File: config.mk
export PLATFORM = sky130hd
export DESIGN_NAME = ppgfc_fifo
export DESIGN_NICKNAME = d
export VERILOG_FILES = /design/src/hdl/ppgfc_pkg.sv /design/src/hdl/ppgfc_fifo.sv
export SDC_FILE = /design/constraint.sdc
export NUM_CORES = 1
export LEC_CHECK = 0
export ABC_AREA = 1
export BUFFER_PORTS_ARGS = -buffer_cell sky130_fd_sc_hd__buf_2
export CORE_AREA = 4 4 105 107
export DETAILED_ROUTE_END_ITERATION = 16
export DIE_AREA = 0 0 109 111
export PLACE_DENSITY = 0.88
export SYNTH_ARGS = -nofsm -noshare
export SYNTH_HDL_FRONTEND = slang
export SYNTH_SLANG_ARGS = --single-unit
File: constraint.sdc
create_clock -name clk -period 4.85 [get_ports clk]
set_clock_uncertainty 0.2 [all_clocks]
set_input_delay 0 -clock clk [delete_from_list [all_inputs] [get_ports clk]]
set_output_delay 0 -clock clk [all_outputs]
set_load 0.005 [all_outputs]
File: src/hdl/ppgfc_pkg.sv
package ppgfc_pkg;

  // frame layout
  localparam int FRAME_LENGTH_DEF = 19;
  localparam logic [7:0] FRAME_MARK = 8'h05;
  localparam int PPG_HI_POS = 13;
  localparam int PPG_LO_POS = 14;
  localparam int ECG_HI_POS = 15;
  localparam int ECG_LO_POS = 16;

  // frame queue between framer and engine
  localparam int QUEUE_DEPTH = 2;

  // register reset values
  localparam logic [15:0] CONTACT_LOW_RST = 16'd300;
  localparam logic [15:0] CONTACT_HIGH_RST = 16'd65000;
  localparam logic [15:0] SETTLE_MS_RST = 16'd1000;
  localparam logic [15:0] CALIB_MS_RST = 16'd5000;
  localparam logic [15:0] FLOOR_RST = 16'd100;

  // register indexes
  localparam int CFG_IDX_W = 3;
  localparam logic [CFG_IDX_W-1:0] CFG_CONTACT_LOW = 3'd0;
  localparam logic [CFG_IDX_W-1:0] CFG_CONTACT_HIGH = 3'd1;
  localparam logic [CFG_IDX_W-1:0] CFG_SETTLE_MS = 3'd2;
  localparam logic [CFG_IDX_W-1:0] CFG_CALIB_MS = 3'd3;
  localparam logic [CFG_IDX_W-1:0] CFG_FLOOR = 3'd4;

  // divide by five: floor(y * 0xCCCCCCCD / 2^34) is exact for any 32-bit y
  localparam int DIV_W = 27;
  localparam logic [31:0] RECIP5 = 32'hCCCC_CCCD;
  localparam int RECIP_SHIFT = 34;
  localparam int PROD_W = DIV_W + 32;

  typedef struct packed {
    logic [7:0]  rx_byte;
    logic [31:0] now_ms;
  } in_word_t;

  typedef struct packed {
    logic [15:0] ppg_sample;
    logic [15:0] ecg_sample;
    logic        contact_ok;
    logic [1:0]  phase;
    logic        calib_done;
    logic [23:0] baseline_out;
    logic [23:0] peak_threshold;
  } out_word_t;

  typedef struct packed {
    logic [15:0] ppg;
    logic [15:0] ecg;
    logic [31:0] stamp;
  } frame_t;

  typedef struct packed {
    logic [15:0] contact_low;
    logic [15:0] contact_high;
    logic [15:0] settle_ms;
    logic [15:0] calib_ms;
    logic [15:0] threshold_floor;
  } cfg_t;

  typedef struct packed {
    logic full;
    logic empty;
  } q_status_t;

  typedef enum logic [1:0] {
    PH_WAIT    = 2'd0,
    PH_CALIB   = 2'd1,
    PH_MEASURE = 2'd2
  } phase_t;

  typedef enum logic [1:0] {
    ENG_IDLE,
    ENG_MUL,
    ENG_APPLY,
    ENG_EMIT
  } eng_state_t;

  typedef enum logic [1:0] {
    DIV_NONE,
    DIV_THRESH,
    DIV_BASE
  } div_kind_t;

endpackage

File: src/hdl/ppgfc_fifo.sv
module ppgfc_fifo #(
  parameter int DEPTH = ppgfc_pkg::QUEUE_DEPTH
) (
  input  logic                  clk,
  input  logic                  rst,
  input  logic                  push,
  input  ppgfc_pkg::frame_t     wr_data,
  input  logic                  pop,
  output ppgfc_pkg::frame_t     rd_data,
  output ppgfc_pkg::q_status_t  status
);
  import ppgfc_pkg::*;

  localparam int PTR_W = (DEPTH > 1) ? $clog2(DEPTH) : 1;
  localparam int CNT_W = $clog2(DEPTH + 1);

  frame_t           slots [DEPTH];
  logic [PTR_W-1:0] wr_ptr;
  logic [PTR_W-1:0] rd_ptr;
  logic [CNT_W-1:0] count;
  logic             do_push;
  logic             do_pop;

  assign status.full  = (count == CNT_W'(DEPTH));
  assign status.empty = (count == '0);
  assign do_push      = push && !status.full;
  assign do_pop       = pop && !status.empty;
  assign rd_data      = slots[rd_ptr];

  always_ff @(posedge clk) begin
    if (rst) begin
      wr_ptr <= '0;
      rd_ptr <= '0;
      count  <= '0;
    end else begin
      if (do_push) begin
        wr_ptr <= (wr_ptr == PTR_W'(DEPTH - 1)) ? '0 : wr_ptr + PTR_W'(1);
      end
      if (do_pop) begin
        rd_ptr <= (rd_ptr == PTR_W'(DEPTH - 1)) ? '0 : rd_ptr + PTR_W'(1);
      end
      if (do_push && !do_pop) begin
        count <= count + CNT_W'(1);
      end else if (do_pop && !do_push) begin
        count <= count - CNT_W'(1);
      end
    end
  end

  always_ff @(posedge clk) begin
    if (do_push) begin
      slots[wr_ptr] <= wr_data;
    end
  end

endmodule

=== Yosys cells after proc, flatten, opt, wreduce, memory -nomap -nowiden ===
Memory sizes are Yosys's and may differ from the RTL's. A register that Yosys moved wholly into a read port is not among the register bits.
Cells that the tools add are included.

* Bits in registers: 4
* Bits in latches: 0
* Memory bits (writable): 128
* Memory bits (read-only): 0
* Output and inout port bits: 66
* Memories: 1

{| class="wikitable"
|+ Memory list
! memory !! words !! width !! rd ports !! clocked after Yosys merged registers in !! wr ports !! RTL line !! RTL
|-
| slots || 2 || 64 || 1 || 1 || 1 || ppgfc_fifo.sv:17 || <nowiki>frame_t slots [DEPTH];</nowiki>
|}

* Add/subtract/negate cells: 4
* Multiply operators: 0
* Div/mod/pow operators: 0
* Order comparisons: 0
* Equal/unequal tests: 1
* Shifts and indexed selects: 0
* Mux-type cells: 8
* Bitwise logic cells: 0
* Reductions and logical operators: 10

{| class="wikitable"
|+ Operators by type and width
! kind !! number
|-
| two-way mux 1 bit || 6
|-
| logical AND 1 bit || 4
|-
| logical NOT 1 bit || 4
|-
| two-way mux 2 bit || 2
|-
| adder 1 bit, second input constant || 2
|-
| adder 2 x 1 -> 2 bit, second input constant || 1
|-
| == test 2 bit, second input constant || 1
|-
| logical NOT 2 bit || 1
|-
| nonzero test 2 bit || 1
|-
| subtractor 2 x 1 -> 2 bit, second input constant || 1
|}

=== Depth between registers and ports, before layout ===
Gate-level depths: netlist of the first run.

* Depth in word-level cells: 7
* Mapped depth: 10

=== Least setup slack after synthesis of the first run ===
Ideal clock, no wire load.

* Path kind: register to register
* Start point: reg count[0]
* End point: mem slots[0][0] (netlist name), enable pin
* Library setup time: 0.486 ns
* Data arrival time: 3.177 ns
* Setup slack: 0.987 ns
* Stages on the path, launching flop included: 3
* Period minus slack after synthesis: 3.863 ns
* Path through: dfxtp_1 > o21ai_2 > nor2_1

* Word-level cells in the longest chain between the ends: 5

{| class="wikitable"
|+ Ends and longest elaborated chain
! what !! RTL line !! RTL
|-
| start: declaration || ppgfc_fifo.sv:20 || <nowiki>logic [CNT_W-1:0] count;</nowiki>
|-
| start signal: assignment || ppgfc_fifo.sv:43 || <nowiki>count <= count + CNT_W'(1);</nowiki>
|-
| start signal: assignment || ppgfc_fifo.sv:45 || <nowiki>count <= count - CNT_W'(1);</nowiki>
|-
| == test 2 bit || ppgfc_fifo.sv:24 || <nowiki>assign status.full = (count == CNT_W'(DEPTH));</nowiki>
|-
| logical NOT 1 bit || ppgfc_fifo.sv:26 || <nowiki>assign do_push = push && !status.full;</nowiki>
|-
| logical AND 1 bit || ppgfc_fifo.sv:26 ||
|-
| two-way mux 1 bit || ppgfc_fifo.sv:51 || <nowiki>if (do_push) begin</nowiki>
|-
| two-way mux 1 bit (implied by the code) || ppgfc_fifo.sv:52 || <nowiki>slots[wr_ptr] <= wr_data;</nowiki>
|-
| end: declaration || ppgfc_fifo.sv:17 ||
|}

Every way passes these cells.

==> metrics.md, run 1 <==
| Metric | Value |
|---|---|
| DR WL/cell | `16.6 um` |
| Postcts setup bufs | `0` |
| Final worst slack | `2.39 ns` |
| Max-cap violations | `0` |
| Top delay family on crit path | `flip-flops` |
| Crit Path Class | `register to primary output` |
| # nets final | `530` |
| Comb power frac | `21.1%` |
| Post-synthesis cell count | `236` |
| H-tree lvl count | `4` |
| # resized after CTS | `0` |
| RSZ-0062 raised after global routing | `no` |
| Clk buf depth | `2` |
| Number of global-route vias before repair | `3304` |
| Period utilization | `50.8%` |
| Post-synthesis sequential area ratio | `76.3%` |
| GP Congestion | `0.716` |
| Syn nets | `305` |
| Setup TNS | `0 ns` |
| FILL cells | `615` |
| PwrDens | `480 nW/um^2` |
| # rows | `37` |
| Reg clk slew, reported paths | `0.06 ns` |
| Chip height | `111 um` |
| DIE AREA | `12100 um^2` |
| Placed Area | `5910 um^2` |
| Clk pwr share | `33.4%` |
| Slowest-stage cell, CP | `dfxtp_4` |
| Hold Path Stages | `2` |
| Largest net degree at the start of global routing | `65` |
| Hold_sp | `wr_data[17]` |
| Setup Viol. Count Final | `0` |
| Clk_lat worst skew | `0.50 ns` |
| Worst Setup End Kind | `primary output` |
| Sw Share | `24.2%` |
| Core area | `10100 um^2` |
| Global-route wire length before repair | `16000 um` |
| Sequential power share | `45.5%` |
| Slew Viols, Final | `0` |
| Remaining routing DRC violations | `0` |
| Area growth, synth to finish | `40.1%` |
| Relative slew slack | `19.9%` |
| P_leak | `2.90 nW` |
| Worst-margin pin slew | `1.20 ns` |
| Commonest cells after routing, fill and taps aside | `buf_2, edfxtp_1, dlygate4sd3_1` |
| Placement Setup Slack | `2.41 ns` |
| R2R setup slack | `2.44 ns` |
| Reg2Reg Depth | `3` |
| Yosys cell types | `17` |
| CP max stage delay | `1.07 ns` |
| Required @ worst endpoint | `4.65 ns` |
| Critical path buffer and inverter count | `1` |
| Top Ports | `134` |
| Reg2Reg Capture Point | `slots[0][25]$_DFFE_PP_` |
| Initial Utilization | `51.0%` |
| Hold Path End | `slots[1][17]$_DFFE_PP_` |
| Final total power | `3.48 mW` |
| Root Driver | `clkbuf_8` |
| Flops & latches, synth | `133` |
| Ys Warns | `0` |
| Crit path DAT | `2.26 ns` |
| Final wirelength | `10200 um` |
| Remaining antenna violation count | `0` |
| Int Pwr | `2.64 mW` |
| Commonest non-fill, non-tap cell in the layout | `buf_2` |
| Syn Area/Cell | `21.9 um^2` |
| GRT Residual Overflow | `0` |
| Critical path startpoint category | `register` |
| Die W | `109 um` |
| Finished Cell Area | `7240 um^2` |
| Proportion of layout cells with a drive suffix above 1 | `48.5%` |
| Status | `completed` |
| VDD IR-drop max | `0.000459 V` |
| Hold Violations, Final | `0` |
| IO buf count | `133` |
| Critical Path Fanout Max | `64` |
| Router iterations before antenna repair | `4` |
| CTS sink count | `133` |
| Worst Hold Class | `input pin to register` |
| Vias per cell | `4.81` |
| Initial DRC Count | `149` |
| Minimum clock period | `2.46 ns` |
| CTS tree | `yes` |
| P_sw | `0.841 mW` |
| CTS Buf Count | `17` |
| Fmax | `406 MHz` |
| Initial antenna violation count | `2` |
| Cell area after synthesis | `5170 um^2` |
| Worst r2r src | `count[0]$_SDFFE_PP0P_` |
| Hpwl dp | `5890 um` |
| Crit-path cells | `mux2_2 -> buf_2` |
| GRT Util Overall | `17.8%` |
| Via count | `2943` |
synth_stat cells:
| master | n | area share (%) |
|---|---|---|
| o21ai_1 | 1 | 0.097 |
| a21oi_1 | 1 | 0.097 |
| nand3_1 | 1 | 0.097 |
| mux2_4 | 60 | 17 |
| o21ai_0 | 3 | 0.29 |
| ha_1 | 1 | 0.24 |
| mux2_2 | 4 | 0.87 |
| o21ai_2 | 1 | 0.17 |
| edfxtp_1 | 128 | 74 |
| nand2_1 | 4 | 0.29 |
| and2_1 | 1 | 0.12 |
| dfxtp_1 | 5 | 1.9 |
| buf_6 | 1 | 0.22 |
| nor2_1 | 9 | 0.65 |
| buf_12 | 6 | 2.3 |
| inv_1 | 9 | 0.65 |
| nand4_1 | 1 | 0.12 |
worst max-delay path by stage:
stage,start,to,slack (ns),cells after the start
2_1_floorplan,count[0]$_SDFFE_PP0P_,slots[0][0]$_DFFE_PP_,0.99,2
3_3_place_gp,count[0]$_SDFFE_PP0P_,slots[1][59]$_DFFE_PP_,2.51,3
3_5_place_dp,count[0]$_SDFFE_PP0P_,slots[0][43]$_DFFE_PP_,2.41,3
4_1_cts,register,rd_data[47],2.37,2
5_1_grt,count[1]$_SDFFE_PP0P_,slots[0][21]$_DFFE_PP_,2.26,4
6_report,register,rd_data[47],2.39,2
area by class of cell:
cell class / instances / area [um^2] / area share (%)
antenna: 2 / 5.00 / 0.0691
clock buffer: 22 / 443 / 6.12
clock inverter: 10 / 108 / 1.49
inverter: 9 / 33.8 / 0.466
multi-input combinational: 87 / 1070 / 14.8
sequential: 133 / 3950 / 54.5
tap: 136 / 170 / 2.35
timing repair buffer: 213 / 1460 / 20.2
kinds of logic after synthesis:
family | after synthesis | synth area share, %
flops | 133 | 76.3
mux | 64 | 18.3
buf+inv | 16 | 3.20
simple gates | 16 | 1.28
compound gates | 6 | 0.654
fa+ha+maj | 1 | 0.242
sequential cells by signal, indices dropped and copies added, names as in the netlist, named ones only:
| signal | count |
|---|---|
| wr_ptr | 1 |
| count | 2 |
| slots | 128 |
| rd_ptr | 1 |
timing repair:
action,in CTS,in global routing
endpoints found under the hold margin,191,0
hold buffers,78,0
endpoints found under the setup margin,0,0
through the flow:
stage               cells  hold WS [ns]  util (%)
floorplan             236        -0.101         -
global placement      500       -0.0127      58.3
detailed placement    500      -0.00836      58.3
CTS                   610     0.0000218      71.4
global route          612        0.0112      71.4
finish                612        0.0261      71.4
layer usage:
metal	part of all wire, %	GRT usage [%]	vias to the layer above
li1	-	-	1364
met1	37	19.3	1426
met2	54	30.5	124
met3	5.8	5.59	29
met4	3.2	9.18	0
met5	0	0	-
power groups by stage:
stage                     clock network (mW)  logic, mW  registers, mW
after floorplan                            0      0.537           1.53
after global placement                     0      0.658           1.59
after detailed placement                   0      0.682           1.61
after CTS                               1.19      0.736           1.59
after global routing                    1.24      0.794           1.60
final                                   1.16      0.735           1.58
Power figures use the tool's default switching activity.
==> inputs of run 2 (changes only) <==
--- a/config.mk
+++ b/config.mk
@@ -7,10 +7,10 @@
 export LEC_CHECK = 0
 export ABC_AREA = 1
 export BUFFER_PORTS_ARGS = -buffer_cell sky130_fd_sc_hd__buf_2
-export CORE_AREA = 4 4 105 107
+export CORE_AREA = 4 4 110 112
 export DETAILED_ROUTE_END_ITERATION = 16
-export DIE_AREA = 0 0 109 111
-export PLACE_DENSITY = 0.88
+export DIE_AREA = 0 0 114 116
+export PLACE_DENSITY = 0.84
 export SYNTH_ARGS = -nofsm -noshare
 export SYNTH_HDL_FRONTEND = slang
 export SYNTH_SLANG_ARGS = --single-unit
==> constraint.sdc (replaced) <==
create_clock -name clk -period 2.21 [get_ports clk]
set_clock_uncertainty 0.2 [all_clocks]
set_input_delay 0 -clock clk [delete_from_list [all_inputs] [get_ports clk]]
set_output_delay 0 -clock clk [all_outputs]
set_load 0.005 [all_outputs]
==> metrics.md, run 2 (synthesis results as in run 1) <==
| Metric | Value |
|---|---|
| Period utilization | `88.2%` |
| Root Driver | `clkbuf_16 (was clkbuf_8)` |
| Status | `completed (unchanged)` |
| H-tree lvl count | `4 (unchanged)` |
| Core area | `11200 um^2 (was 10100 um^2)` |
| Critical path startpoint category | `register (unchanged)` |
| Final core occ | `64.5% (was 71.4%)` |
| Remaining antenna violation count | `0 (unchanged)` |
| Hold_sp | `wr_data[10] (was wr_data[17])` |
| Max-cap violations | `0 (unchanged)` |
| Initial DRC Count | `76 (was 149)` |
| Initial antenna violation count | `0 (was 2)` |
| RSZ-0062 raised after global routing | `no (unchanged)` |
| Multi-input gate area | `1070 um^2 (unchanged)` |
| Critical Path Fanout Max | `4 (was 64)` |
| Top Ports | `134 (unchanged)` |
| Hold Slack | `0.129 ns (was 0.0261 ns)` |
| Slew Viols, Final | `0 (unchanged)` |
| Die W | `114 um (was 109 um)` |
| Remaining routing DRC violations | `0 (unchanged)` |
| Crit path DAT | `2.09 ns (was 2.26 ns)` |
| Reg clk slew, reported paths | `0.06 ns (about the same)` |
| IO buf count | `133 (unchanged)` |
| Initial Utilization | `46.0% (was 51.0%)` |
| Via count | `2829 (was 2943)` |
| Vias per cell | `4.64 (was 4.81)` |
| Biggest regs | `slots (128), count (2) (unchanged)` |
| Worst-margin pin slew | `0.447 ns (was 1.20 ns)` |
| Minimum clock period | `1.95 ns` |
| Hold Violations, Final | `0 (unchanged)` |
| FILL cells | `764 (was 615)` |
| Required @ worst endpoint | `2.35 ns (was 4.65 ns)` |
| Clk_lat worst skew | `0.40 ns (was 0.50 ns)` |
| DIE AREA | `13200 um^2 (was 12100 um^2)` |
| GRT Residual Overflow | `0 (unchanged)` |
| Area growth, synth to finish | `40.1% (unchanged)` |
| P_leak | `2.89 nW (was 2.90 nW)` |
| Router iterations before antenna repair | `4 (unchanged)` |
| Biggest register | `slots (unchanged)` |
| Commonest cells after routing, fill and taps aside | `buf_2, edfxtp_1, dlygate4sd3_1 (unchanged)` |
| Reg area | `3950 um^2 (unchanged)` |
| Chip height | `116 um (was 111 um)` |
| CTS tree | `yes (unchanged)` |
| Largest register FFs | `128 (unchanged)` |
| Critical path origin | `count[1]$_SDFFE_PP0P_` |
| Largest net degree at the start of global routing | `35 (was 65)` |
| Final wirelength | `10100 um (was 10200 um)` |
| DR WL/cell | `16.6 um (about the same)` |
| Clk buf depth | `2 (unchanged)` |
| Setup Viol. Count Final | `0 (unchanged)` |
| Worst Hold Class | `input pin to register (unchanged)` |
| GRT Util Overall | `15.8% (was 17.8%)` |
| Worst r2r src | `count[1]$_SDFFE_PP0P_ (was count[0]$_SDFFE_PP0P_)` |
| Relative slew slack | `70.2% (was 19.9%)` |
| VDD IR-drop max | `0.000607 V (was 0.000459 V)` |
| # rows | `39 (was 37)` |
| PwrDens | `1080 nW/um^2 (was 480 nW/um^2)` |
| GP Congestion | `0.687 (was 0.716)` |
| CTS Buf Count | `17 (unchanged)` |
| Antenna diodes | `0 (was 2)` |
| Number of global-route vias before repair | `3104 (was 3304)` |
| Commonest non-fill, non-tap cell in the layout | `buf_2 (unchanged)` |
| Global-route wire length before repair | `15400 um (was 16000 um)` |
| Worst Setup End Kind | `register (was primary output)` |
| Fmax | `513 MHz` |
| # nets final | `523 (was 530)` |
| Crit Path Class | `register to register (was register to primary output)` |
| Proportion of layout cells with a drive suffix above 1 | `50.1% (was 48.5%)` |
| CTS sink count | `133 (unchanged)` |
run 2: report_power, final:
| group | leakage [nW] | switching (mW) | total [mW] | internal (mW) |
|---|---|---|---|---|
| Clock | 0.269 | 0.990 | 2.74 | 1.75 |
| Combinational | 1.38 | 0.790 | 1.78 | 0.987 |
| Sequential | 1.24 | 0.143 | 3.34 | 3.19 |
run 2: cell type report:
type	instances	share of cell area [%]
Multi-Input combinational cell	87	14.8
Clock inverter	15	2.26
Inverter	9	0.466
Sequential cell	133	54.5
Tap cell	143	2.47
Timing Repair Buffer	206	19.6
Clock buffer	17	5.87
run 2: path summary, 6_finish.rpt:
kind	endpoint	slack, ns	cells after the start
setup reg to reg	count[1]$_SDFFE_PP0P_	0.26	9
setup / recovery	count[1]$_SDFFE_PP0P_	0.26	9
hold reg to reg	register	0.37	3
hold / removal	slots[1][10]$_DFFE_PP_	0.13	2
run 2: worst max-delay path, stage by stage (launching register included):
cell and delay (ns):
dfxtp_1 0.38, inv_1 0.10, o21ai_2 0.28, inv_1 0.13, ha_1 0.36, inv_1 0.11
nand3_1 0.10, nand2_1 0.09, inv_1 0.05, nor2_1 0.09
run 2: through the flow:
stage	std cells	setup slack (ns)	cell area (um^2)	power (mW)	TNS [ns]
2_1_floorplan	236	-0.584	5170	4.51	-74.80
3_3_place_gp	511	0.532	5980	5.00	0
3_5_place_dp	511	0.287	5980	5.08	0
4_1_cts	610	0.275	7240	7.92	0
5_1_grt	610	0.163	7240	8.22	0
6_report	610	0.261	7240	7.86	0
run 2: metal layers:
metal	share of wire, %	global-route usage, %	wire length [um]	up-vias
met5	0	0	0	-
met1	39	17.0	3920	1373
li1	-	-	-	1355
met4	1.5	8.00	153	0
met3	4.9	4.18	491	14
met2	55	28.5	5550	87
run 2: repair_timing:
| item | 4_1_cts | 5_1_grt |
|---|---|---|
| buffers inserted | 0 | 0 |
| resized for setup | 0 | 0 |
| endpoints found under the hold margin | 133 | 0 |
| hold buffers | 67 | 0 |
