## src/hdl/ppgfc_pkg.sv

```systemverilog
package ppgfc_pkg;

  // frame layout
  localparam int FRAME_LENGTH_DEF = 19;
  localparam logic [7:0] FRAME_MARK = 8'h05;
  localparam int PPG_HI_POS = 13;
  localparam int PPG_LO_POS = 14;
  localparam int ECG_HI_POS = 15;
  localparam int ECG_LO_POS = 16;

  // frame queue between framer and engine
  localparam int QUEUE_DEPTH = 2;

  // register reset values
  localparam logic [15:0] CONTACT_LOW_RST = 16'd300;
  localparam logic [15:0] CONTACT_HIGH_RST = 16'd65000;
  localparam logic [15:0] SETTLE_MS_RST = 16'd1000;
  localparam logic [15:0] CALIB_MS_RST = 16'd5000;
  localparam logic [15:0] FLOOR_RST = 16'd100;

  // register indexes
  localparam int CFG_IDX_W = 3;
  localparam logic [CFG_IDX_W-1:0] CFG_CONTACT_LOW = 3'd0;
  localparam logic [CFG_IDX_W-1:0] CFG_CONTACT_HIGH = 3'd1;
  localparam logic [CFG_IDX_W-1:0] CFG_SETTLE_MS = 3'd2;
  localparam logic [CFG_IDX_W-1:0] CFG_CALIB_MS = 3'd3;
  localparam logic [CFG_IDX_W-1:0] CFG_FLOOR = 3'd4;

  // divide by five: floor(y * 0xCCCCCCCD / 2^34) is exact for any 32-bit y
  localparam int DIV_W = 27;
  localparam logic [31:0] RECIP5 = 32'hCCCC_CCCD;
  localparam int RECIP_SHIFT = 34;
  localparam int PROD_W = DIV_W + 32;

  typedef struct packed {
    logic [7:0]  rx_byte;
    logic [31:0] now_ms;
  } in_word_t;

  typedef struct packed {
    logic [15:0] ppg_sample;
    logic [15:0] ecg_sample;
    logic        contact_ok;
    logic [1:0]  phase;
    logic        calib_done;
    logic [23:0] baseline_out;
    logic [23:0] peak_threshold;
  } out_word_t;

  typedef struct packed {
    logic [15:0] ppg;
    logic [15:0] ecg;
    logic [31:0] stamp;
  } frame_t;

  typedef struct packed {
    logic [15:0] contact_low;
    logic [15:0] contact_high;
    logic [15:0] settle_ms;
    logic [15:0] calib_ms;
    logic [15:0] threshold_floor;
  } cfg_t;

  typedef struct packed {
    logic full;
    logic empty;
  } q_status_t;

  typedef enum logic [1:0] {
    PH_WAIT    = 2'd0,
    PH_CALIB   = 2'd1,
    PH_MEASURE = 2'd2
  } phase_t;

  typedef enum logic [1:0] {
    ENG_IDLE,
    ENG_MUL,
    ENG_APPLY,
    ENG_EMIT
  } eng_state_t;

  typedef enum logic [1:0] {
    DIV_NONE,
    DIV_THRESH,
    DIV_BASE
  } div_kind_t;

endpackage

```

## src/hdl/ppgfc_framer.sv

```systemverilog
module ppgfc_framer #(
  parameter int FRAME_LENGTH = ppgfc_pkg::FRAME_LENGTH_DEF
) (
  input  logic                clk,
  input  logic                rst,
  input  logic                in_valid,
  output logic                in_ready,
  input  ppgfc_pkg::in_word_t in_data,
  output logic                push,
  output ppgfc_pkg::frame_t   push_data,
  input  ppgfc_pkg::q_status_t q_status
);
  import ppgfc_pkg::*;

  localparam int POS_W = $clog2(FRAME_LENGTH);
  localparam logic [POS_W-1:0] LAST_POS = POS_W'(FRAME_LENGTH - 1);

  logic [POS_W-1:0] frame_pos;
  logic [15:0]      ppg_word;
  logic [15:0]      ecg_word;
  logic [15:0]      ppg_cur;
  logic [15:0]      ecg_cur;
  logic             accept;
  logic             last_byte;

  assign last_byte = (frame_pos == LAST_POS);
  // only the closing byte of a frame needs queue space
  assign in_ready  = !(last_byte && q_status.full);
  assign accept    = in_valid && in_ready;

  // fold the current byte into the words
  always_comb begin
    ppg_cur = ppg_word;
    ecg_cur = ecg_word;
    case (frame_pos)
      POS_W'(PPG_HI_POS): ppg_cur = {in_data.rx_byte, ppg_word[7:0]};
      POS_W'(PPG_LO_POS): ppg_cur = {ppg_word[15:8], in_data.rx_byte};
      POS_W'(ECG_HI_POS): ecg_cur = {in_data.rx_byte, ecg_word[7:0]};
      POS_W'(ECG_LO_POS): ecg_cur = {ecg_word[15:8], in_data.rx_byte};
      default: ;
    endcase
  end

  always_ff @(posedge clk) begin
    if (rst) begin
      frame_pos <= '0;
    end else if (accept) begin
      if (frame_pos == '0) begin
        if (in_data.rx_byte == FRAME_MARK) begin
          frame_pos <= POS_W'(1);
        end
      end else if (last_byte) begin
        frame_pos <= '0;
      end else begin
        frame_pos <= frame_pos + POS_W'(1);
      end
    end
  end

  always_ff @(posedge clk) begin
    if (accept) begin
      ppg_word <= ppg_cur;
      ecg_word <= ecg_cur;
    end
  end

  assign push            = accept && last_byte;
  assign push_data.ppg   = ppg_cur;
  assign push_data.ecg   = ecg_cur;
  assign push_data.stamp = in_data.now_ms;

endmodule

```

## config.mk

```make
export PLATFORM = sky130hd
export DESIGN_NAME = ppgfc_framer
export DESIGN_NICKNAME = d
export VERILOG_FILES = /design/src/hdl/ppgfc_pkg.sv /design/src/hdl/ppgfc_framer.sv
export SDC_FILE = /design/constraint.sdc
export NUM_CORES = 1
export LEC_CHECK = 0
export BUFFER_PORTS_ARGS = -buffer_cell sky130_fd_sc_hd__buf_2
export CAP_MARGIN = 20
export CORE_MARGIN = 2
export CORE_UTILIZATION = 40
export CTS_BUF_LIST = sky130_fd_sc_hd__clkbuf_16
export DETAILED_ROUTE_END_ITERATION = 12
export GPL_TIMING_DRIVEN = 0
export PLACE_DENSITY = 0.78
export SYNTH_ARGS = -nofsm -noshare
export SYNTH_HDL_FRONTEND = slang
export SYNTH_SLANG_ARGS = --single-unit
```

## constraint.sdc

```tcl
create_clock -name clk -period 2.02 [get_ports clk]
set_input_delay 0 -clock clk [delete_from_list [all_inputs] [get_ports clk]]
set_output_delay 0 -clock clk [all_outputs]
set_load 0.02 [all_outputs]
```

==> Yosys cells after proc, flatten, opt, wreduce, memory -nomap -nowiden <==
Cells that the tools add are included.
W data, S select, Z words.
{ "classes": {"addsub": 1, "n_eq_ne": 7, "n_mux": 5, "reduce_logical": 6} }
{ "ops": {"columns": ["cell", "n"], "rows": [
  ["$pmux W16 S2", 2],
  ["$eq A5 B4 Y1 const B", 3],
  ["$mux W5", 3],
  ["$eq A5 B5 Y1 const B", 2],
  ["$eq A8 B3 Y1 const B", 1],
  ["$add A5 B1 Y5 const B", 1],
  ["$logic_not A5 Y1", 1],
  ["$logic_and A1 B1 Y1", 3],
  ["$ne A2 B1 Y1 const B", 1],
  ["$reduce_and A2 Y1", 1],
  ["$logic_not A1 Y1", 1]
]} }
{ "word_totals": {"register_bits": 37, "inputBits": 45, "out_inout_bits": 66, "wordCells": 22} }

==> Logic depth before layout (Yosys ltp) <==
Gate-level depths: netlist of the first run.
{ "depth": {"ltp_word": 5, "ltp_mapped": 7, "depth_no_buf": 7} }

==> Worst setup path after synthesis of the first run <==
OpenSTA, ideal clock, no wires.
{ "synth_timing": {"path_type": "reg-to-reg", "from": "reg frame_pos[0]", "to": "reg frame_pos[0]", "setup_ns": 0.101, "arrival_time_ns": 2.011, "required_time_ns": 1.919, "setup_slack_ns": -0.092, "stages_incl_launch_ff": 8, "n_path_buf": 0, "synth_period_minus_slack_ns": 2.112, "cell_sequence": "dfxtp_1 > inv_1 > ha_1 > nand4bb_1 > o21ai_1 > inv_1 > nand2b_1 > a221oi_1"} }
{ "synth_via": {"elab_chain_cells": 5, "elab_cells_between_ends": 10, "classes_between": "1 x add/sub; 2 x eq/ne; 2 x mux; 5 x reduce/logical"} }
{ "synth_lines": {"columns": ["item", "line_no", "rtl"], "rows": [
  ["from (decl)", "ppgfc_framer.sv:18", "logic [POS_W-1:0] frame_pos;"],
  ["from (signal assigned)", "ppgfc_framer.sv:55", "frame_pos <= frame_pos + POS_W'(1);"],
  ["$eq A5 B5 Y1", "ppgfc_framer.sv:26", "assign last_byte = (frame_pos == LAST_POS);"],
  ["$logic_and A1 B1 Y1", "ppgfc_framer.sv:28", "assign in_ready = !(last_byte && q_status.full);"],
  ["$logic_not A1 Y1", "ppgfc_framer.sv:28", null],
  ["$logic_and A1 B1 Y1", "ppgfc_framer.sv:29", "assign accept = in_valid && in_ready;"],
  ["net accept", "ppgfc_framer.sv:23", "logic accept;"],
  ["$reduce_and A2 Y1 (no line)", null, null]
]} }
The timed path passes the listed nets, and every way through them passes these cells.
A chain may end at the register's enable or synchronous reset.

==> impl_metrics.tcl, run 1 <==
set metrics [dict create \
    start_util_pct 41.4 \
    dr.max_layer_used "met4" \
    setup.worst_path.class "reg -> out" \
    track_usage_pct 17.3 \
    cts_max_level 2 \
    die_h_um 73.7 \
    synth_seq_cells 37 \
    peakVddDrop_v 0.000297 \
    status "finished, final reports clean" \
    min_from "in_valid" \
    worstPathMaxFanout 8 \
    holdWs_ps 60.7 \
    yosysWarnings 0 \
    crit_slowest_cell "dfxtp_2" \
    cts_buffer_depth 2 \
    crit_path_start "frame_pos[0]" \
    fin_util_pct 56.6 \
    hpwl_um 3370 \
    grt_max_degree 12 \
    die_area_mm2 0.00542 \
    cts_tree "yes" \
    cts.sinks 37 \
    slew_violations 0 \
    worstPathRequired_ps 2020 \
    finalHoldViolations 0 \
    core-area_mm2 0.00469 \
    drt_iter0_markers 121 \
    crit_chain "inv_2, ha_2, nor4b_4, nand2b_1, clkbuf_4, a22o_1, buf_2" \
    fin_nets 292 \
    crit_arrival_ps 1890 \
    cap_violations 0 \
    wl_um 4710 \
    avgSynthCellArea_um2 12.8 \
    post-route-period-util_pct 93.5 \
    end_kind "output port" \
    slew-limit-headroom_pct 71.4 \
    portBuffers 77 \
    grt_pass1_wl_um 6970 \
    cts-root-buf "clkbuf_16" \
    dp_cells 283 \
    grt_overflow_total 0 \
    syn2layout_area_growth_pct 36.9 \
    ys_types 27 \
    r2r_start "frame_pos[0]" \
    die_x_um 73.7 \
    yosysSeqAreaShare_pct 54.7 \
    layoutNonFillerInstCount 297 \
    skew_ps 4.07 \
    netlist_area_mm2 0.00194 \
    min_period_ps 1890 \
    cts_buffers 5 \
    final_cell_mix "buf_2 (79), buf_4 (41), a22o_1 (32), edfxtp_1 (32), clkbuf_16 (5)" \
    tightest_slew_ps 423 \
    p_leak_nw 1.25 \
    netlist_instances 152 \
    vias 1554 \
    routedWlPerCell_um 15.8 \
    drc 0 \
    critPathMaxStageDelay_ps 340 \
    m1WireLength_um 2020 \
    fmax_mhz 529 \
    grt_pass1_vias 1445 \
    start_kind "flop" \
    synth.net_count 202 \
    clkLatencyLatePin_ps 270 \
    cts.clk_slew.worst_paths_ps 50 \
    drive_gt1_share_pct 59.3 \
    routabilityCongestion 0.899 \
    n_antenna_cell 0 \
    antenna_found_initial 0 \
    final_common_cell "buf_2" \
    hp-class "in -> reg" \
    dr_wl_met3_um 375 \
    finalSetupViolCount 0 \
    pin_count 111 \
    drt-vias-per-instance 5.23 \
    dr_wl_met2_um 2270 \
    power_density_mw_per_mm2 712 \
    antenna_left 0 \
    firstDrtPassIters 4 \
    rows 25 \
]
==> sequential cells by signal, indices dropped and copies added (netlist names) <==
register / flops
frame_pos: 5
ecg_word: 16
ppg_word: 16
==> stage by stage <==
stage | setup WS (ps) | power (mW) | TNS (ps) | instance area [um2]
6_report | 131 | 1.89 | 0 | 2660
3_5_place_dp | -464 | 1.19 | -14320 | 2410
3_3_place_gp | -377 | 1.18 | -10890 | 2410
4_1_cts | 17.8 | 1.91 | 0 | 2610
2_1_floorplan | 6.68 | 1.08 | 0 | 1950
5_1_grt | -4.18 | 1.97 | -4.18 | 2660
==> what timing repair did <==
item,CTS,global route
hold endpoints to repair,5,0
setup buffers,6,2
endpoints found under the setup margin,74,66
resized for setup,5,11
gates cloned,1,0
hold buffers,1,0
pin swaps,0,2
==> critical path: cells and delay by family, from the launching register on <==
| kind | cells | cell delay [ps] |
|---|---|---|
| AOI/OAI and AO/OA | 1 | 180 |
| adders and majority gates | 1 | 200 |
| buffers and inverters | 3 | 440 |
| DFF | 1 | 340 |
| and+or+nand+nor | 2 | 460 |
==> final timing paths <==
check	endpoint	slack [ps]	cells after the start
setup reg to reg	ecg_word[11]	230	7
setup / recovery	push_data[44]	130	7
hold / removal	frame_pos[1]	60	3
hold reg to reg	frame_pos[1]	510	2
==> synthesized netlist by cell type <==
cell       instances  area share, %
inv_2              1           0.19
buf_4             32             12
or4b_1             1           0.52
o21ai_1            1           0.26
a22o_1            32             14
dfxtp_1            5            5.2
buf_2              5            1.3
a21oi_1            4            1.0
clkbuf_1           4           0.77
a221oi_1           1           0.45
and3_1             1           0.32
nand4_1            2           0.64
nor4bb_1           1           0.52
edfxtp_1          32             50
nand2_1            1           0.19
nand2b_1           5            1.6
o21ai_0            1           0.26
xor2_1             1           0.45
ha_1               5            3.2
nor2_1             3           0.58
and4_1             2           0.90
a41oi_1            1           0.45
nor4b_4            1            1.2
nand4bb_1          1           0.58
inv_1              4           0.77
a311oi_1           1           0.45
nor4b_1            4            1.8
==> per-layer routing <==
layer  vias to the layer above  track usage (%)
met5                         -                0
met4                         0             5.86
met3                         4             4.80
met2                        81             27.7
met1                       732             22.7
li1                        737                -
==> logic make-up after synthesis <==
family,share of synthesized area [%]
buffers and inverters,15.4
AO/OA/AOI/OAI,17.3
flip-flops,54.7
AND/OR/NAND/NOR,8.90
adder cells (fa/ha/maj),3.22
XOR/XNOR,0.451
==> power by group <==
part / total [mW] / switching, mW / internal [mW] / leakage [nW]
clock network: 0.706 / 0.263 / 0.443 / 0.0738
logic: 0.302 / 0.174 / 0.128 / 0.819
registers: 0.882 / 0.00993 / 0.872 / 0.354
total: 1.89 / 0.448 / 1.44 / 1.25
==> area by class of cell <==
class | instances | area, um2
timing repair buffer | 86 | 458
inverter | 5 | 22.5
tap | 54 | 67.6
clock buffer | 5 | 125
multi-input combinational | 69 | 631
buffer | 37 | 270
fill | 420 | 2040
clock inverter | 3 | 11.3
timing repair inverter | 1 | 7.51
sequential | 37 | 1060
Power figures use the tool's default switching activity.
==> inputs of run 2 (changes only) <==
--- a/config.mk
+++ b/config.mk
@@ -13,6 +13,7 @@
 export DETAILED_ROUTE_END_ITERATION = 12
 export GPL_TIMING_DRIVEN = 0
 export PLACE_DENSITY = 0.78
+export RECOVER_POWER = 25
 export SYNTH_ARGS = -nofsm -noshare
 export SYNTH_HDL_FRONTEND = slang
 export SYNTH_SLANG_ARGS = --single-unit
==> impl_metrics.tcl, run 2 (synthesis gave the netlist of run 1 again) <==
set metrics [dict create \
    ff2ff_path_depth 7 \
    n_antenna_cell 0 \
    cts_max_level 2 \
    setup.worst_path.class "reg -> out" \
    fmax_mhz 530 \
    status "finished, final reports clean" \
    start_util_pct 41.4 \
    cts.sinks 37 \
    n_fill_cell 434 \
    dr_wl_met2_um 2270 \
    p_int_mw 1.43 \
    end_kind "output port" \
    peakVddDrop_v 0.000297 \
    cts_buffers 5 \
    routabilityCongestion 0.899 \
    cts.clk_slew.worst_paths_ps 50 \
    post-route-period-util_pct 93.4 \
    finalHoldViolations 0 \
    worstPathMaxFanout 9 \
    cap_violations 0 \
    drive_gt1_share_pct 46.1 \
    die_h_um 73.7 \
    die_x_um 73.7 \
    syn2layout_area_growth_pct 34.8 \
    p_comb_share_pct 15.6 \
    top_regs "ecg_word x16, ppg_word x16, frame_pos x5" \
    drc 0 \
    endpoint "push_data[54]" \
    crit_path_start "frame_pos[0]" \
    firstDrtPassIters 4 \
    core-area_mm2 0.00469 \
    power_density_mw_per_mm2 719 \
    final_cell_mix "buf_2 (47), buf_4 (41), a22o_1 (32), edfxtp_1 (32), clkbuf_1 (32)" \
    skew_ps 4.04 \
    start_kind "flop" \
    drt_iter0_markers 108 \
    antenna_found_initial 0 \
    critPathMaxStageDelay_ps 340 \
    rows 25 \
    slew-limit-headroom_pct 71.9 \
    dr.max_layer_used "met4" \
    sw_frac_of_total_pct 23.8 \
    crit_slowest_cell "dfxtp_2" \
    timing.rr.end "ecg_word[11]" \
    die_area_mm2 0.00542 \
    antenna_left 0 \
    track_usage_pct 17.3 \
    r2r_slack_ps 210 \
    r2r_start "frame_pos[0]" \
    slew_violations 0 \
    grt_overflow_total 0 \
    crit_chain "inv_2, ha_2, and4_1, clkbuf_4, nand2b_2, a22o_1, buf_2" \
    crit_arrival_ps 1890 \
    cts_tree "yes" \
    wl_um 4750 \
    clkLatencyLatePin_ps 270 \
    holdWs_ps 65.1 \
    pwr-share-seq_pct 46.9 \
    p_sw_mw 0.448 \
    grt_pass1_wl_um 6970 \
    drt-vias-per-instance 5.20 \
    min_period_ps 1890 \
    hp-class "in -> reg" \
    fin_nets 292 \
    pin_count 111 \
    tns_ps 0 \
    p_leak_nw 1.16 \
    tightest_slew_ps 416 \
    min_from "in_valid" \
    cts-root-buf "clkbuf_16" \
    portBuffers 77 \
    vias 1543 \
    dr_wl_met3_um 338 \
    m1WireLength_um 2120 \
    cts_buffer_depth 2 \
    grt_pass1_vias 1445 \
    worstPathRequired_ps 2020 \
    hpwl_um 3370 \
    grt_max_degree 12 \
    clkPwrFrac_pct 37.5 \
    final_common_cell "buf_2" \
    routedWlPerCell_um 16.0 \
    finalSetupViolCount 0 \
    fin_util_pct 55.8 \
]
run 2: worst min-delay path by stage:
stage | to | slack (ps) | cells after the start
CTS | frame_pos[1] | 70 | 3
global route | frame_pos[1] | 80 | 3
finish | frame_pos[1] | 70 | 3
global placement | push_data[16] | 220 | 2
floorplan | frame_pos[0] | 70 | 1
detailed placement | push_data[28] | 220 | 2
run 2: layer usage:
metal	track usage, %	vias to the layer above
li1	-	742
met1	22.7	725
met2	27.7	74
met3	4.80	2
met4	5.86	0
met5	0	-
run 2: worst max-delay path, delay by kind of cell, from the launching register on:
family / cells / cell delay (ps)
fa+ha+maj: 1 / 240
simple gates: 2 / 350
flops: 1 / 340
compound gates: 1 / 240
buf+inv: 3 / 450
run 2: metrics by stage:
step	total power [mW]	std cells	instance area, um2	worst slack (ps)
floorplan	1.08	152	1950	6.68
global placement	1.18	283	2410	-377
detailed placement	1.19	283	2410	-464
CTS	1.91	295	2610	17.8
global route	1.96	297	2620	-4.18
finish	1.88	297	2620	134
run 2: layout make-up:
class | count | area [um2] | area share (%)
Buffer | 37 | 270 | 10.3
Clock buffer | 5 | 125 | 4.78
Clock inverter | 3 | 11.3 | 0.430
Inverter | 5 | 22.5 | 0.861
Multi-Input combinational cell | 69 | 631 | 24.1
Sequential cell | 37 | 1060 | 40.7
Tap cell | 54 | 67.6 | 2.58
Timing Repair Buffer | 86 | 418 | 16.0
Timing Repair inverter | 1 | 7.51 | 0.287
run 2: timing repair:
| action | CTS | global route |
|---|---|---|
| pin swaps | 0 | 2 |
| hold buffers | 1 | 0 |
| gates resized for setup | 5 | 11 |
| endpoints found under the setup margin | 74 | 66 |
| setup buffers | 6 | 2 |
| gates cloned | 1 | 0 |
| endpoints found under the hold margin | 5 | 0 |
run 2: power groups by stage:
| stage | Clock (mW) | Sequential, mW | Combinational [mW] |
|---|---|---|---|
| after floorplan | 0 | 0.894 | 0.189 |
| after global placement | 0 | 0.896 | 0.285 |
| after detailed placement | 0 | 0.898 | 0.289 |
| after CTS | 0.724 | 0.882 | 0.300 |
| after global routing | 0.760 | 0.884 | 0.314 |
| final | 0.705 | 0.882 | 0.293 |
==> inputs of run 3 (changes only) <==
--- a/config.mk
+++ b/config.mk
@@ -5,7 +5,7 @@
 export SDC_FILE = /design/constraint.sdc
 export NUM_CORES = 1
 export LEC_CHECK = 0
-export BUFFER_PORTS_ARGS = -buffer_cell sky130_fd_sc_hd__buf_2
+export BUFFER_PORTS_ARGS = -buffer_cell sky130_fd_sc_hd__buf_4
 export CAP_MARGIN = 20
 export CORE_MARGIN = 2
 export CORE_UTILIZATION = 40
==> impl_metrics.tcl, run 3 (synthesis gave the netlist of run 1 again) <==
set metrics [dict create \
    status "finished, final reports clean" \
    setup.worst_path.class "reg -> out" \
    skew_ps 2.90 \
    core-area_mm2 0.00469 \
    portBuffers 77 \
    start_kind "flop" \
    tightest_slew_ps 511 \
    hp-class "in -> reg" \
    finalHoldViolations 0 \
    drive_gt1_share_pct 43.4 \
    cts-root-buf "clkbuf_16" \
    antenna_left 0 \
    power_mw 1.92 \
    slew-limit-headroom_pct 65.4 \
    r2r_start "frame_pos[0]" \
    grt_pass1_wl_um 6930 \
    rows 25 \
    drt_iter0_markers 81 \
    wl_um 5070 \
    r2r_slack_ps 100 \
    timing.rr.end "ppg_word[6]" \
    worstPathMaxFanout 10 \
    critPathTopFamily "adder cells" \
    fmax_mhz 517 \
    power_density_mw_per_mm2 708 \
    cts_buffer_depth 2 \
    final_cell_mix "buf_4 (83), a22o_1 (32), edfxtp_1 (32), clkbuf_1 (32)" \
    vias 1586 \
    ff2ff_path_depth 7 \
    holdPathStages 3 \
    grt_max_degree 16 \
    fin_nets 291 \
    antenna_found_initial 0 \
    drt-vias-per-instance 5.36 \
    cts_tree "yes" \
    firstDrtPassIters 4 \
    hold_end "frame_pos[1]" \
    tns_ps 0 \
    slew_violations 0 \
    crit_chain "ha_1, and3_1, ha_4, nand2b_1, buf_2, a22o_1, buf_4" \
    n_antenna_cell 0 \
    routabilityCongestion 0.857 \
    track_usage_pct 17.3 \
    cts_max_level 2 \
    critPathMaxStageDelay_ps 390 \
    post-route-period-util_pct 95.8 \
    crit_arrival_ps 1940 \
    die_area_mm2 0.00542 \
    worstPathRequired_ps 2020 \
    p_leak_nw 1.20 \
    n_fill_cell 415 \
    min_from "in_valid" \
    syn2layout_area_growth_pct 39.9 \
    min_period_ps 1940 \
    finalSetupViolCount 0 \
    hpwl_um 3500 \
    critPathBufInv 2 \
    final_common_cell "buf_4" \
    grt_pass1_vias 1403 \
    drc 0 \
    start_util_pct 41.4 \
    die_x_um 73.7 \
    grt_overflow_total 0 \
    cts_buffers 5 \
    routedWlPerCell_um 17.1 \
    cts.clk_slew.worst_paths_ps 50 \
    die_h_um 73.7 \
    end_kind "output port" \
    peakVddDrop_v 0.000287 \
    clkLatencyLatePin_ps 280 \
    pin_count 111 \
    crit_slowest_cell "dfxtp_1" \
    top_regs "ecg_word x16, ppg_word x16, frame_pos x5" \
    cts.sinks 37 \
    cap_violations 0 \
]
run 3: metrics by stage:
step           hold slack, ps  instances  utilization (%)  setup slack [ps]  instance area (um2)
6_report                 50.9        296             57.9              84.8                 2720
4_1_cts                  42.8        295             59.4              5.17                 2790
2_1_floorplan            66.2        152                -              6.68                 1950
3_5_place_dp              198        283             55.4              -452                 2600
5_1_grt                  57.6        296             57.9             -9.67                 2720
3_3_place_gp              197        283             55.4              -371                 2600
run 3: what timing repair did:
action | 4_1_cts | 5_1_grt
endpoints found under the hold margin | 5 | 0
hold buffers | 1 | 0
pin swaps | 0 | 1
setup endpoints to repair | 74 | 66
cloned | 1 | 0
resized for setup | 3 | 5
buffers inserted | 6 | 1
run 3: routing by layer:
metal	global-route usage (%)	vias to the layer above	routed length, um
met5	0	-	0
met4	6.26	0	62
met3	3.98	8	380
met2	29.3	87	2570
met1	21.4	760	2050
li1	-	731	-
run 3: worst max-delay path by stage:
stage | start | endpoint | cells after the start | slack, ps
after floorplan | frame_pos[0] | frame_pos[2] | 6 | 7
after global placement | frame_pos[0] | frame_pos[2] | 6 | -370
after detailed placement | frame_pos[0] | frame_pos[0] | 6 | -450
after CTS | frame_pos[0] | ecg_word[2] | 6 | 5
after global routing | frame_pos[0] | push_data[45] | 7 | -10
final | frame_pos[0] | push_data[41] | 7 | 80
run 3: where the power goes:
group	switching, mW	internal (mW)	total [mW]
registers	0.0105	0.872	0.883
logic	0.180	0.145	0.325
clock network	0.271	0.443	0.714
total	0.462	1.46	1.92
run 3: area by class of cell:
type / instances / area [um2] / share of cell area (%)
buffer: 37 / 265 / 9.77
clock buffer: 5 / 125 / 4.61
clock inverter: 3 / 11.3 / 0.415
inverter: 5 / 22.5 / 0.829
multi-input combinational: 69 / 621 / 22.9
sequential: 37 / 1060 / 39.1
tap: 54 / 67.6 / 2.49
timing repair buffer: 85 / 533 / 19.6
timing repair inverter: 1 / 7.51 / 0.276
run 3: worst reg2reg max path, stage by stage, from the launching register on:
cell and delay [ps]:
dfxtp_1 340, inv_2 110, ha_1 220, nand4bb_1 300, o21ai_4 300, buf_12 140
clkinvlp_4 80, buf_4 180
